$ cat src/rtl/rfc_pkg.sv
package rfc_pkg;

   localparam int DEFAULT_CHANNEL_COUNT = 2;
   localparam int DEFAULT_COUNT_WIDTH   = 32;
   localparam int DEFAULT_FRACTION_BITS = 16;

   localparam int FIELD_W    = 32;
   localparam int REF_HZ_W   = 28;
   localparam int MIN_BASE_W = 32;
   localparam int LIMIT_W    = 4;
   localparam int FREQ_W     = 48;
   localparam int OUTCOME_W  = 2;
   localparam int CSR_DATA_W = 32;
   localparam int CSR_ADDR_W = 4;
   localparam int REG_IDX_W  = CSR_ADDR_W - 2;

   localparam logic [FREQ_W-1:0] FREQ_MAX = '1;

   localparam logic [OUTCOME_W-1:0] OUTCOME_NEW     = 2'd0;
   localparam logic [OUTCOME_W-1:0] OUTCOME_RETRY   = 2'd1;
   localparam logic [OUTCOME_W-1:0] OUTCOME_GAVE_UP = 2'd2;

   localparam logic [REG_IDX_W-1:0] REG_REFERENCE_CLOCK_HZ = 2'd0;
   localparam logic [REG_IDX_W-1:0] REG_MINIMUM_BASE_COUNT = 2'd1;
   localparam logic [REG_IDX_W-1:0] REG_ATTEMPT_LIMIT      = 2'd2;

   localparam logic [REF_HZ_W-1:0]   REF_HZ_RESET   = 28'd150000000;
   localparam logic [MIN_BASE_W-1:0] MIN_BASE_RESET = 32'd14000000;
   localparam logic [LIMIT_W-1:0]    LIMIT_RESET    = 4'd10;

   typedef struct packed {
      logic               channel;
      logic [FIELD_W-1:0] signal_count;
      logic [FIELD_W-1:0] base_count;
   } req_type;

   typedef struct packed {
      logic [FREQ_W-1:0]    frequency;
      logic [FIELD_W-1:0]   reported_signal_count;
      logic [FIELD_W-1:0]   reported_base_count;
      logic [OUTCOME_W-1:0] outcome;
   } rsp_type;

   typedef struct packed {
      logic              done;
      logic [FREQ_W-1:0] frequency;
   } div_status_type;

endpackage

$ cat src/rtl/reciprocal_frequency_compute.sv
// Reciprocal frequency computation for a small set of measurement channels.
// req channel (valid/ready): one gated attempt per transaction, carrying the
//   channel, the signal-edge count and the reference-clock count of the gate.
// rsp channel (valid/ready): exactly one result per attempt, in order:
//   outcome new (frequency in Hz, FRACTION_BITS fraction bits, saturated),
//   retry (frequency 0, counts of the failed attempt) or gave up (held values).
// APB port (psel/penable/pwrite/paddr/pwdata/prdata/pready): reference clock
//   in Hz at 0x0, minimum base count at 0x4, attempt limit at 0x8.
// A valid attempt goes from acceptance through a multiply step, then the
//   bit-serial restoring divider produces one quotient bit per cycle. An
//   invalid attempt skips both and goes straight to the finish state. One
//   attempt is in flight at a time; req_ready is low from acceptance until
//   the result moves into the output register.
// The output register lets the next attempt start while a result is stalled;
//   a finished second result waits until the first one is taken.
// Reset (synchronous) restores the register defaults and clears the held
//   values and attempt counters of all channels.
module reciprocal_frequency_compute import rfc_pkg::*; #(
   parameter int CHANNEL_COUNT = DEFAULT_CHANNEL_COUNT,
   parameter int COUNT_WIDTH   = DEFAULT_COUNT_WIDTH,
   parameter int FRACTION_BITS = DEFAULT_FRACTION_BITS
) (
   input  logic                  clock,
   input  logic                  reset,
   input  logic                  req_valid,
   output logic                  req_ready,
   input  req_type               req_payload,
   output logic                  rsp_valid,
   input  logic                  rsp_ready,
   output rsp_type               rsp_payload,
   input  logic                  psel,
   input  logic                  penable,
   input  logic                  pwrite,
   input  logic [CSR_ADDR_W-1:0] paddr,
   input  logic [CSR_DATA_W-1:0] pwdata,
   output logic [CSR_DATA_W-1:0] prdata,
   output logic                  pready
);

   localparam int CH_W = (CHANNEL_COUNT > 1) ? $clog2(CHANNEL_COUNT) : 1;

   typedef enum logic [1:0] {T_IDLE, T_COMPUTE, T_FINISH} top_state_type;

   // configuration
   logic [REF_HZ_W-1:0]   ref_hz_ff;
   logic [MIN_BASE_W-1:0] min_base_ff;
   logic [LIMIT_W-1:0]    limit_ff;
   logic                  csr_write;
   logic [REG_IDX_W-1:0]  reg_idx;

   // per-channel state
   logic [FREQ_W-1:0]      held_freq_ff [CHANNEL_COUNT];
   logic [COUNT_WIDTH-1:0] held_sig_ff  [CHANNEL_COUNT];
   logic [COUNT_WIDTH-1:0] held_base_ff [CHANNEL_COUNT];
   logic [LIMIT_W-1:0]     attempt_ff   [CHANNEL_COUNT];

   top_state_type  state_ff, state_in;
   logic [CH_W-1:0] ch_ff, ch_in;
   rsp_type        pend_ff, pend_in;
   rsp_type        rsp_ff, rsp_in;
   logic           rsp_valid_ff, rsp_valid_in;

   logic [COUNT_WIDTH-1:0] sig_cut, base_cut;
   logic [CH_W-1:0]        req_ch, attempt_ch;
   logic                   attempt_ok, retry_ok;
   logic                   div_start;
   div_status_type         div_status;
   logic                   attempt_we, held_we;
   logic [LIMIT_W-1:0]     attempt_wdata;

   assign sig_cut  = req_payload.signal_count[COUNT_WIDTH-1:0];
   assign base_cut = req_payload.base_count[COUNT_WIDTH-1:0];
   assign req_ch   = (CHANNEL_COUNT == 1) ? '0 : CH_W'(req_payload.channel);

   assign attempt_ok = (sig_cut != '0) && (MIN_BASE_W'(base_cut) > min_base_ff);
   assign retry_ok   = ({1'b0, attempt_ff[req_ch]} + 1'b1) < {1'b0, limit_ff};

   always_comb begin
      state_in      = state_ff;
      ch_in         = ch_ff;
      pend_in       = pend_ff;
      rsp_in        = rsp_ff;
      rsp_valid_in  = rsp_valid_ff && !rsp_ready;
      div_start     = 1'b0;
      attempt_we    = 1'b0;
      attempt_wdata = '0;
      attempt_ch    = ch_ff;
      held_we       = 1'b0;
      unique case (state_ff)
         T_IDLE: begin
            attempt_ch = req_ch;
            if (req_valid) begin
               ch_in                         = req_ch;
               pend_in.reported_signal_count = FIELD_W'(sig_cut);
               pend_in.reported_base_count   = FIELD_W'(base_cut);
               pend_in.frequency             = '0;
               if (attempt_ok) begin
                  div_start       = 1'b1;
                  pend_in.outcome = OUTCOME_NEW;
                  state_in        = T_COMPUTE;
               end else if (retry_ok) begin
                  pend_in.outcome = OUTCOME_RETRY;
                  attempt_we      = 1'b1;
                  attempt_wdata   = attempt_ff[req_ch] + 1'b1;
                  state_in        = T_FINISH;
               end else begin
                  pend_in.frequency             = held_freq_ff[req_ch];
                  pend_in.reported_signal_count = FIELD_W'(held_sig_ff[req_ch]);
                  pend_in.reported_base_count   = FIELD_W'(held_base_ff[req_ch]);
                  pend_in.outcome               = OUTCOME_GAVE_UP;
                  attempt_we                    = 1'b1;
                  state_in                      = T_FINISH;
               end
            end
         end
         T_COMPUTE: begin
            if (div_status.done) begin
               pend_in.frequency = div_status.frequency;
               held_we           = 1'b1;
               attempt_we        = 1'b1;
               state_in          = T_FINISH;
            end
         end
         T_FINISH: begin
            if (!rsp_valid_ff || rsp_ready) begin
               rsp_in       = pend_ff;
               rsp_valid_in = 1'b1;
               state_in     = T_IDLE;
            end
         end
         default: begin
            state_in = T_IDLE;
         end
      endcase
   end

   always_ff @(posedge clock) begin
      if (reset) begin
         state_ff     <= T_IDLE;
         rsp_valid_ff <= 1'b0;
      end else begin
         state_ff     <= state_in;
         rsp_valid_ff <= rsp_valid_in;
      end
      ch_ff   <= ch_in;
      pend_ff <= pend_in;
      rsp_ff  <= rsp_in;
   end

   always_ff @(posedge clock) begin
      if (reset) begin
         for (int i = 0; i < CHANNEL_COUNT; i++) begin
            held_freq_ff[i] <= '0;
            held_sig_ff[i]  <= '0;
            held_base_ff[i] <= '0;
            attempt_ff[i]   <= '0;
         end
      end else begin
         if (attempt_we) begin
            attempt_ff[attempt_ch] <= attempt_wdata;
         end
         if (held_we) begin
            held_freq_ff[ch_ff] <= div_status.frequency;
            held_sig_ff[ch_ff]  <= pend_ff.reported_signal_count[COUNT_WIDTH-1:0];
            held_base_ff[ch_ff] <= pend_ff.reported_base_count[COUNT_WIDTH-1:0];
         end
      end
   end

   rfc_divider #(
      .COUNT_WIDTH   (COUNT_WIDTH),
      .FRACTION_BITS (FRACTION_BITS)
   ) u_divider (
      .clock        (clock),
      .reset        (reset),
      .start        (div_start),
      .signal_count (sig_cut),
      .reference_hz (ref_hz_ff),
      .base_count   (base_cut),
      .status       (div_status)
   );

   // register file
   assign csr_write = psel && penable && pwrite;
   assign reg_idx   = paddr[CSR_ADDR_W-1:2];

   always_ff @(posedge clock) begin
      if (reset) begin
         ref_hz_ff   <= REF_HZ_RESET;
         min_base_ff <= MIN_BASE_RESET;
         limit_ff    <= LIMIT_RESET;
      end else if (csr_write) begin
         unique case (reg_idx)
            REG_REFERENCE_CLOCK_HZ: ref_hz_ff   <= pwdata[REF_HZ_W-1:0];
            REG_MINIMUM_BASE_COUNT: min_base_ff <= pwdata[MIN_BASE_W-1:0];
            REG_ATTEMPT_LIMIT:      limit_ff    <= pwdata[LIMIT_W-1:0];
            default: begin
            end
         endcase
      end
   end

   always_comb begin
      unique case (reg_idx)
         REG_REFERENCE_CLOCK_HZ: prdata = CSR_DATA_W'(ref_hz_ff);
         REG_MINIMUM_BASE_COUNT: prdata = CSR_DATA_W'(min_base_ff);
         REG_ATTEMPT_LIMIT:      prdata = CSR_DATA_W'(limit_ff);
         default:                prdata = '0;
      endcase
   end

   assign pready      = 1'b1;
   assign req_ready   = (state_ff == T_IDLE);
   assign rsp_valid   = rsp_valid_ff;
   assign rsp_payload = rsp_ff;

endmodule

$ cat src/rtl/rfc_divider.sv
module rfc_divider import rfc_pkg::*; #(
   parameter int COUNT_WIDTH   = DEFAULT_COUNT_WIDTH,
   parameter int FRACTION_BITS = DEFAULT_FRACTION_BITS
) (
   input  logic                   clock,
   input  logic                   reset,
   input  logic                   start,
   input  logic [COUNT_WIDTH-1:0] signal_count,
   input  logic [REF_HZ_W-1:0]    reference_hz,
   input  logic [COUNT_WIDTH-1:0] base_count,
   output div_status_type         status
);

   localparam int PROD_W    = COUNT_WIDTH + REF_HZ_W;
   localparam int DIV_STEPS = PROD_W + FRACTION_BITS;
   localparam int STEP_W    = $clog2(DIV_STEPS);

   typedef enum logic [1:0] {D_IDLE, D_MULT, D_SHIFT, D_DONE} div_state_type;

   div_state_type          state_ff, state_in;
   logic [COUNT_WIDTH-1:0] sig_ff, sig_in;
   logic [REF_HZ_W-1:0]    ref_ff, ref_in;
   logic [COUNT_WIDTH-1:0] base_ff, base_in;
   logic [PROD_W-1:0]      dividend_ff, dividend_in;
   logic [COUNT_WIDTH-1:0] rem_ff, rem_in;
   logic [FREQ_W-1:0]      quo_ff, quo_in;
   logic                   sat_ff, sat_in;
   logic [STEP_W-1:0]      step_ff, step_in;

   logic [PROD_W-1:0]        product;
   logic [COUNT_WIDTH:0]     partial;
   logic [COUNT_WIDTH+1:0]   diff;
   logic                     q_bit;

   // one restoring-division step: remainder stays below the divisor
   assign product = sig_ff * ref_ff;
   assign partial = {rem_ff, dividend_ff[PROD_W-1]};
   assign diff    = {1'b0, partial} - {2'b00, base_ff};
   assign q_bit   = ~diff[COUNT_WIDTH+1];

   always_comb begin
      state_in    = state_ff;
      sig_in      = sig_ff;
      ref_in      = ref_ff;
      base_in     = base_ff;
      dividend_in = dividend_ff;
      rem_in      = rem_ff;
      quo_in      = quo_ff;
      sat_in      = sat_ff;
      step_in     = step_ff;
      unique case (state_ff)
         D_IDLE: begin
            if (start) begin
               sig_in   = signal_count;
               ref_in   = reference_hz;
               base_in  = base_count;
               state_in = D_MULT;
            end
         end
         D_MULT: begin
            dividend_in = product;
            rem_in      = '0;
            quo_in      = '0;
            sat_in      = 1'b0;
            step_in     = '0;
            state_in    = D_SHIFT;
         end
         D_SHIFT: begin
            rem_in      = q_bit ? diff[COUNT_WIDTH-1:0] : partial[COUNT_WIDTH-1:0];
            // a quotient bit pushed past the top means the result saturates
            sat_in      = sat_ff | quo_ff[FREQ_W-1];
            quo_in      = {quo_ff[FREQ_W-2:0], q_bit};
            dividend_in = {dividend_ff[PROD_W-2:0], 1'b0};
            step_in     = step_ff + 1'b1;
            if (step_ff == STEP_W'(DIV_STEPS - 1)) begin
               state_in = D_DONE;
            end
         end
         D_DONE: begin
            state_in = D_IDLE;
         end
         default: begin
            state_in = D_IDLE;
         end
      endcase
   end

   always_ff @(posedge clock) begin
      if (reset) begin
         state_ff <= D_IDLE;
      end else begin
         state_ff <= state_in;
      end
      sig_ff      <= sig_in;
      ref_ff      <= ref_in;
      base_ff     <= base_in;
      dividend_ff <= dividend_in;
      rem_ff      <= rem_in;
      quo_ff      <= quo_in;
      sat_ff      <= sat_in;
      step_ff     <= step_in;
   end

   assign status.done      = (state_ff == D_DONE);
   assign status.frequency = sat_ff ? FREQ_MAX : quo_ff;

endmodule

$ cat config.mk
export PLATFORM = sky130hd
export DESIGN_NAME = reciprocal_frequency_compute
export DESIGN_NICKNAME = d
export VERILOG_FILES = /design/src/rtl/rfc_pkg.sv /design/src/rtl/reciprocal_frequency_compute.sv /design/src/rtl/rfc_divider.sv
export SDC_FILE = /design/constraint.sdc
export NUM_CORES = 2
export LEC_CHECK = 0
export BUFFER_PORTS_ARGS = -buffer_cell sky130_fd_sc_hd__buf_2
export CORE_ASPECT_RATIO = 1.1
export CORE_MARGIN = 2
export CORE_UTILIZATION = 28
export DETAILED_ROUTE_END_ITERATION = 12
export SETUP_SLACK_MARGIN = 0.15
export SLEW_MARGIN = 20
export SYNTH_ARGS = -nofsm -noshare
export SYNTH_HDL_FRONTEND = slang
export SYNTH_HIERARCHICAL = 1
export SYNTH_SLANG_ARGS = --single-unit
$ cat constraint.sdc
create_clock -name clock -period 12.61 [get_ports clock]
set_clock_uncertainty 0.1 [all_clocks]
set_input_delay 1.8915 -clock clock [delete_from_list [all_inputs] [get_ports clock]]
set_output_delay 1.8915 -clock clock [all_outputs]
set_load 0.02 [all_outputs]
-- Yosys cells after proc, flatten, opt, wreduce, memory -nomap -nowiden
Memory sizes are Yosys's and may differ from the RTL's.
Index checks and enable logic that the tools add are counted.
- flip-flop bits (word level): 538
- RAM bits: 232
- bits of input ports: 108
- output and inout port bits: 149
- logic and storage cells: 133
- memories kept: 4
- $add $sub $neg: 4
- multipliers: 1
- order comparisons: 2
- equality and inequality tests: 13
- multiplexer cells: 58
- bitwise logic cells: 2
- reductions and logical operators: 26
- memory list (memory ; words ; bits a word ; rd ports ; clocked after Yosys merged registers in ; write ports ; line ; text):
    held_freq_ff ; 2 ; 48 ; 1 ; 0 ; 2 ; reciprocal_frequency_compute.sv:52 ; logic [FREQ_W-1:0] held_freq_ff [CHANNEL_COUNT];
    held_base_ff ; 2 ; 32 ; 1 ; 0 ; 2 ; reciprocal_frequency_compute.sv:54 ; logic [COUNT_WIDTH-1:0] held_base_ff [CHANNEL_COUNT];
    held_sig_ff ; 2 ; 32 ; 1 ; 0 ; 2 ; reciprocal_frequency_compute.sv:53 ; logic [COUNT_WIDTH-1:0] held_sig_ff [CHANNEL_COUNT];
    attempt_ff ; 2 ; 4 ; 1 ; 0 ; 2 ; reciprocal_frequency_compute.sv:55 ; logic [LIMIT_W-1:0] attempt_ff [CHANNEL_COUNT];
- operators by type and width (kind ; number):
    two-way mux 112 bit ; 2
    case mux 48 bit (2 select lines) ; 2
    two-way mux 48 bit ; 3
    case mux 60 bit (2 select lines) ; 1
    two-way mux 114 bit ; 1
    two-way mux 32 bit ; 3
    case mux 32 bit (3 select lines) ; 1
    case mux 32 bit (2 select lines) ; 1
    OR reduction 32 bit ; 2
    multiplier 32 x 28 -> 60 bit ; 1
    OR reduction 48 bit ; 1
    subtractor 33 x 32 -> 34 bit ; 1
    greater-than comparator 32 bit ; 1
    nonzero test 32 bit ; 1
    two-way mux 1 bit ; 26
    two-way mux 4 bit ; 5
    two-way mux 2 bit ; 8
    case mux 7 bit (2 select lines) ; 1
    AND reduction 2 bit ; 7
    equality test 2 bit (second input constant) ; 4
    != test 2 bit (second input constant) ; 4
    case mux 2 bit (4 select lines) ; 1
    adder 7 x 1 -> 7 bit (second input constant) ; 1
    equality test 7 bit (second input constant) ; 1
    other kinds (16) ; 27

-- Longest topological paths before layout
- word-level depth: 10
- mapped depth: 28
- mapped depth without buffers: 25

-- Cells and area by module
Netlist, hierarchy kept.
- modules (own cells, without submodules) (module ; instances ; cells an instance ; area each (sq um) ; seq. area each (sq um)):
    rfc_divider ; 1 ; 4303 ; 40654.0 ; 7247.0
    reciprocal_frequency_compute ; 1 ; 1567 ; 22197.5 ; 15184.6

-- Worst setup path before layout
No wires, ideal clock.
- kind: input -> register
- start: input req_payload[64] (netlist name)
- end: memory attempt_ff[0][0], enable pin
- data arrival time: 8153 ps
- setup slack: 4030 ps
- stages: 4
- path buffers: 1
- path through: buf_2 > mux2_2 > o21bai_1 > a31o_2
- RTL lines (item ; line ; text):
    start, declared ; reciprocal_frequency_compute.sv:27 ; input req_type req_payload,
    end, declared ; reciprocal_frequency_compute.sv:55 ;

-- Worst setup path in the final report
- start: register u_divider.ref_ff[4]
- end: register u_divider.dividend_ff[59] (data pin)
- word-level cells in the longest chain between the ends: 2
- ends and longest elaborated chain (item ; line ; text):
    start, declared ; rfc_divider.sv:22 ; logic [REF_HZ_W-1:0] ref_ff, ref_in;
    start signal, assigned ; rfc_divider.sv:95 ; ref_ff <= ref_in;
    multiplier 32 x 28 -> 60 bit ; rfc_divider.sv:36 ; assign product = sig_ff * ref_ff;
    case mux 60 bit (2 select lines) ; rfc_divider.sv:51 ; unique case (state_ff)
    via u_divider.dividend_in[59] ; rfc_divider.sv:24 ; logic [PROD_W-1:0] dividend_ff, dividend_in;
    end signal, assigned ; rfc_divider.sv:97 ; dividend_ff <= dividend_in;
    end, declared ; rfc_divider.sv:24 ;
The timed path passes the listed nets, and every way through them passes these cells.
A chain may end at the register's enable or synchronous reset.

==> flow_summary.toml <==
[critical_path]
rr_endpoint = "u_divider/dividend_ff[59]$_DFFE_PP_"
path_max_fanout = 18
arrival_ps = 8870
slowest_delay_ps = 850
path_delay_family = "adder cells"
crit_path_frequent_cell = "fa_1"
cp_num_buf_inv = 4
end_kind = "flip-flop"
cp_slowest_cell = "edfxtp_1"
rrSetupSlack_ps = 4020
required_ps = 12890
r2r-start = "u_divider/ref_ff[4]$_DFFE_PP_"
worstSetupStartpointType = "flip-flop"
path_cells = "buf_4 -> nand2_1 -> fa_1 -> fa_1 -> fa_1 -> fa_1 -> fa_1 -> inv_1 -> fa_1 -> inv_1 -> fa_1 -> inv_1 -> ha_1 -> nand4_1 -> o311ai_0 -> a31oi_1 -> o221ai_1 -> o21ai_0 -> o31ai_1 -> a31oi_1 -> mux2i_1 -> o2111ai_1"
r2r_cells = 22
path_class = "flip-flop to flip-flop"

[final_layout]
drive_above_1_share_pct = 10.66
syn_to_final_growth_pct = 10.90
final_cells = 8950
final_common_cell = "inv_1"
fin_nets = 7117
num-fill-cells = 22664
layout_common_cells = "inv_1 (991), fa_1 (779), and2_1 (736)"

[global_route]
track_usage_pct = 14.62
antenna_found_initial = 19
grt_pass1_vias = 44581
grt_max_degree = 103
grt_pass1_wl_mm = 262.2
globalRouteOverflowTotal = 0

[floorplan]
core-area_um2 = 223400
row_count = 182
initial_utilization_pct = 28.14
die_w_um = 455.7
dieHeight_um = 500.9
ios = 257
dieArea_um2 = 228300

[synthesis]
ys_ff_latch = 770
syn-cell-area_um2 = 62850
yosysTopAreaCellShare_pct = 33.49
ys_warn_count = 6
yosysSeqAreaShare_pct = 35.69
ys.flop_type = "edfxtp_1"
synthArstFlopShare_pct = 0
syn_area_per_cell_um2 = 10.71
synth_fp_nets = 7044
synth_edf_count = 701
synth.distinct_cells = 86
synth.area.top_cells = "edfxtp_1 (33%), fa_1 (25%), and2_1 (7.3%), inv_1 (5.9%), ha_1 (5.7%)"
netlist_instances = 5870
yosysTopAreaCell = "edfxtp_1"

[sta]
finalSetupViolCount = 0
fin_ws_ps = 4023
rsz0062_at_grt = "no"
tightest_slew_ps = 1212
drv_slew = 0
finalSetupTns_ps = 0
slew-limit-headroom_pct = 18.51
period_share_pct = 68.09
finalHoldViolCount = 0
clock.fmax_ghz = 0.1165
fin_crit_ps = 8587

[clocking]
cts_tree = "yes"
cts_root_buffer = "clkbuf_16"
clk-insertion-delay-late_ps = 660
cts_hold_buf = 0
cts.path.max_buffers = 3
cts.sinks = 770
post_cts_buffers = 0
clk_pin_slew_ps = 70
cts_max_level = 3
cts-buffers-inserted = 73
ctsResizeCount = 0

[hold_path]
whs_path_depth = 0
worst_hold_path.endpoint = "rsp_payload[68]$_DFFE_PP_"
hold_start = "pend_ff[68]$_DFFE_PP_"
hp-class = "flip-flop to flip-flop"

[placed_design]
post-place-ws_ps = 4040
port_buffers = 253
placed_cells = 8811
hpwl_mm = 124.5
gp_congestion = 0.9017

[drt]
antenna_left = 0
drtIter0Drc = 2849
routed_wl_mm = 168.5
avgViaCountPerCell = 4.702
wl_per_cell_um = 18.83
vias = 42083
first_pass_iters = 5
drc = 0

[status]
status = "complete, no violations"

[flow_run]
drv_cap = 0
-- layer usage --
layer	vias to the layer above	GRT usage [%]	share of wire, %
met2	1148	26.53	51
li1	18897	-	-
met1	21776	17.69	40
met3	250	1.897	5.2
met4	12	5.085	3.3
met5	-	0	0.047
-- logic make-up after synthesis --
kind of cell,share of synthesized area (%)
and+or+nand+nor,15.09
buffers and inverters,8.170
adders and majority gates,30.53
DFF,35.69
AOI/OAI and AO/OA,5.646
muxes,3.772
xor gates and xnor gates,1.101
other,0.005966
-- layout make-up --
type,count,area [um2],area share [%]
Multi-Input combinational cell,3756,35400,50.79
Tap cell,2944,3684,5.285
Inverter,992,3726,5.346
Clock buffer,93,1986,2.849
Timing Repair Buffer,350,2032,2.915
Clock inverter,41,432.9,0.6211
Antenna cell,4,10.01,0.01436
Sequential cell,770,22430,32.18
-- how the worst max path moves through the flow --
stage                                                endpoint  slack [ps]  depth (start not counted)                          start
after floorplan                attempt_ff[0][0]$_SDFFCE_PN0P_        4030                          4                req_payload[64]
after global placement    u_divider/dividend_ff[59]$_DFFE_PP_        4070                         22  u_divider/ref_ff[4]$_DFFE_PP_
after detailed placement  u_divider/dividend_ff[59]$_DFFE_PP_        4040                         22  u_divider/ref_ff[4]$_DFFE_PP_
after CTS                 u_divider/dividend_ff[59]$_DFFE_PP_        3980                         22  u_divider/ref_ff[4]$_DFFE_PP_
after global routing      u_divider/dividend_ff[59]$_DFFE_PP_        3570                         22  u_divider/ref_ff[4]$_DFFE_PP_
final                     u_divider/dividend_ff[59]$_DFFE_PP_        4020                         22  u_divider/ref_ff[4]$_DFFE_PP_
-- flip-flops by register name (all words and copies together), names as in the netlist, 48 cells and up --
register and cells:
pend_ff 114, rsp_payload 114, held_freq_ff 96, held_base_ff 64, held_sig_ff 64, u_divider/dividend_ff 60
u_divider/quo_ff 48
-- through the flow --
step	utilization [%]	hold slack [ps]	area (um2)
after CTS	31.19	313.7	69680
after global routing	31.20	306.7	69690
final	31.20	311.3	69700
after global placement	30.09	302.9	67220
after floorplan	-	300.3	62850
after detailed placement	30.11	305.4	67260
-- synthesized netlist by cell type, types with 6 or more instances --
| library cell | n |
|---|---|
| o21a_1 | 12 |
| or2_2 | 54 |
| buf_6 | 6 |
| o21bai_1 | 13 |
| o21ai_0 | 108 |
| clkbuf_1 | 313 |
| buf_2 | 20 |
| and2_1 | 737 |
| mux2i_1 | 85 |
| buf_1 | 9 |
| xor2_1 | 33 |
| nand2_1 | 721 |
| ha_1 | 287 |
| nand2b_1 | 13 |
| a21o_1 | 32 |
| nand4_1 | 54 |
| nor4_1 | 23 |
| o211ai_1 | 6 |
| mux2_1 | 48 |
| a211oi_1 | 19 |
| inv_1 | 992 |
| nor2b_1 | 13 |
| nor3_1 | 27 |
| a31oi_1 | 14 |
| dfxtp_1 | 69 |
| mux2_2 | 87 |
| fa_1 | 779 |
| xnor2_1 | 46 |
| o31ai_1 | 26 |
| nand3b_1 | 14 |
| and3_1 | 23 |
| edfxtp_1 | 701 |
| nor2_1 | 117 |
| a211o_1 | 13 |
| a21oi_1 | 169 |
| nand3_1 | 33 |
| a21boi_0 | 6 |
| o2111ai_1 | 7 |
| o41ai_1 | 51 |
Power is not shown: default switching activity piles up to over one toggle a cycle in this logic, so the estimate is an artifact.
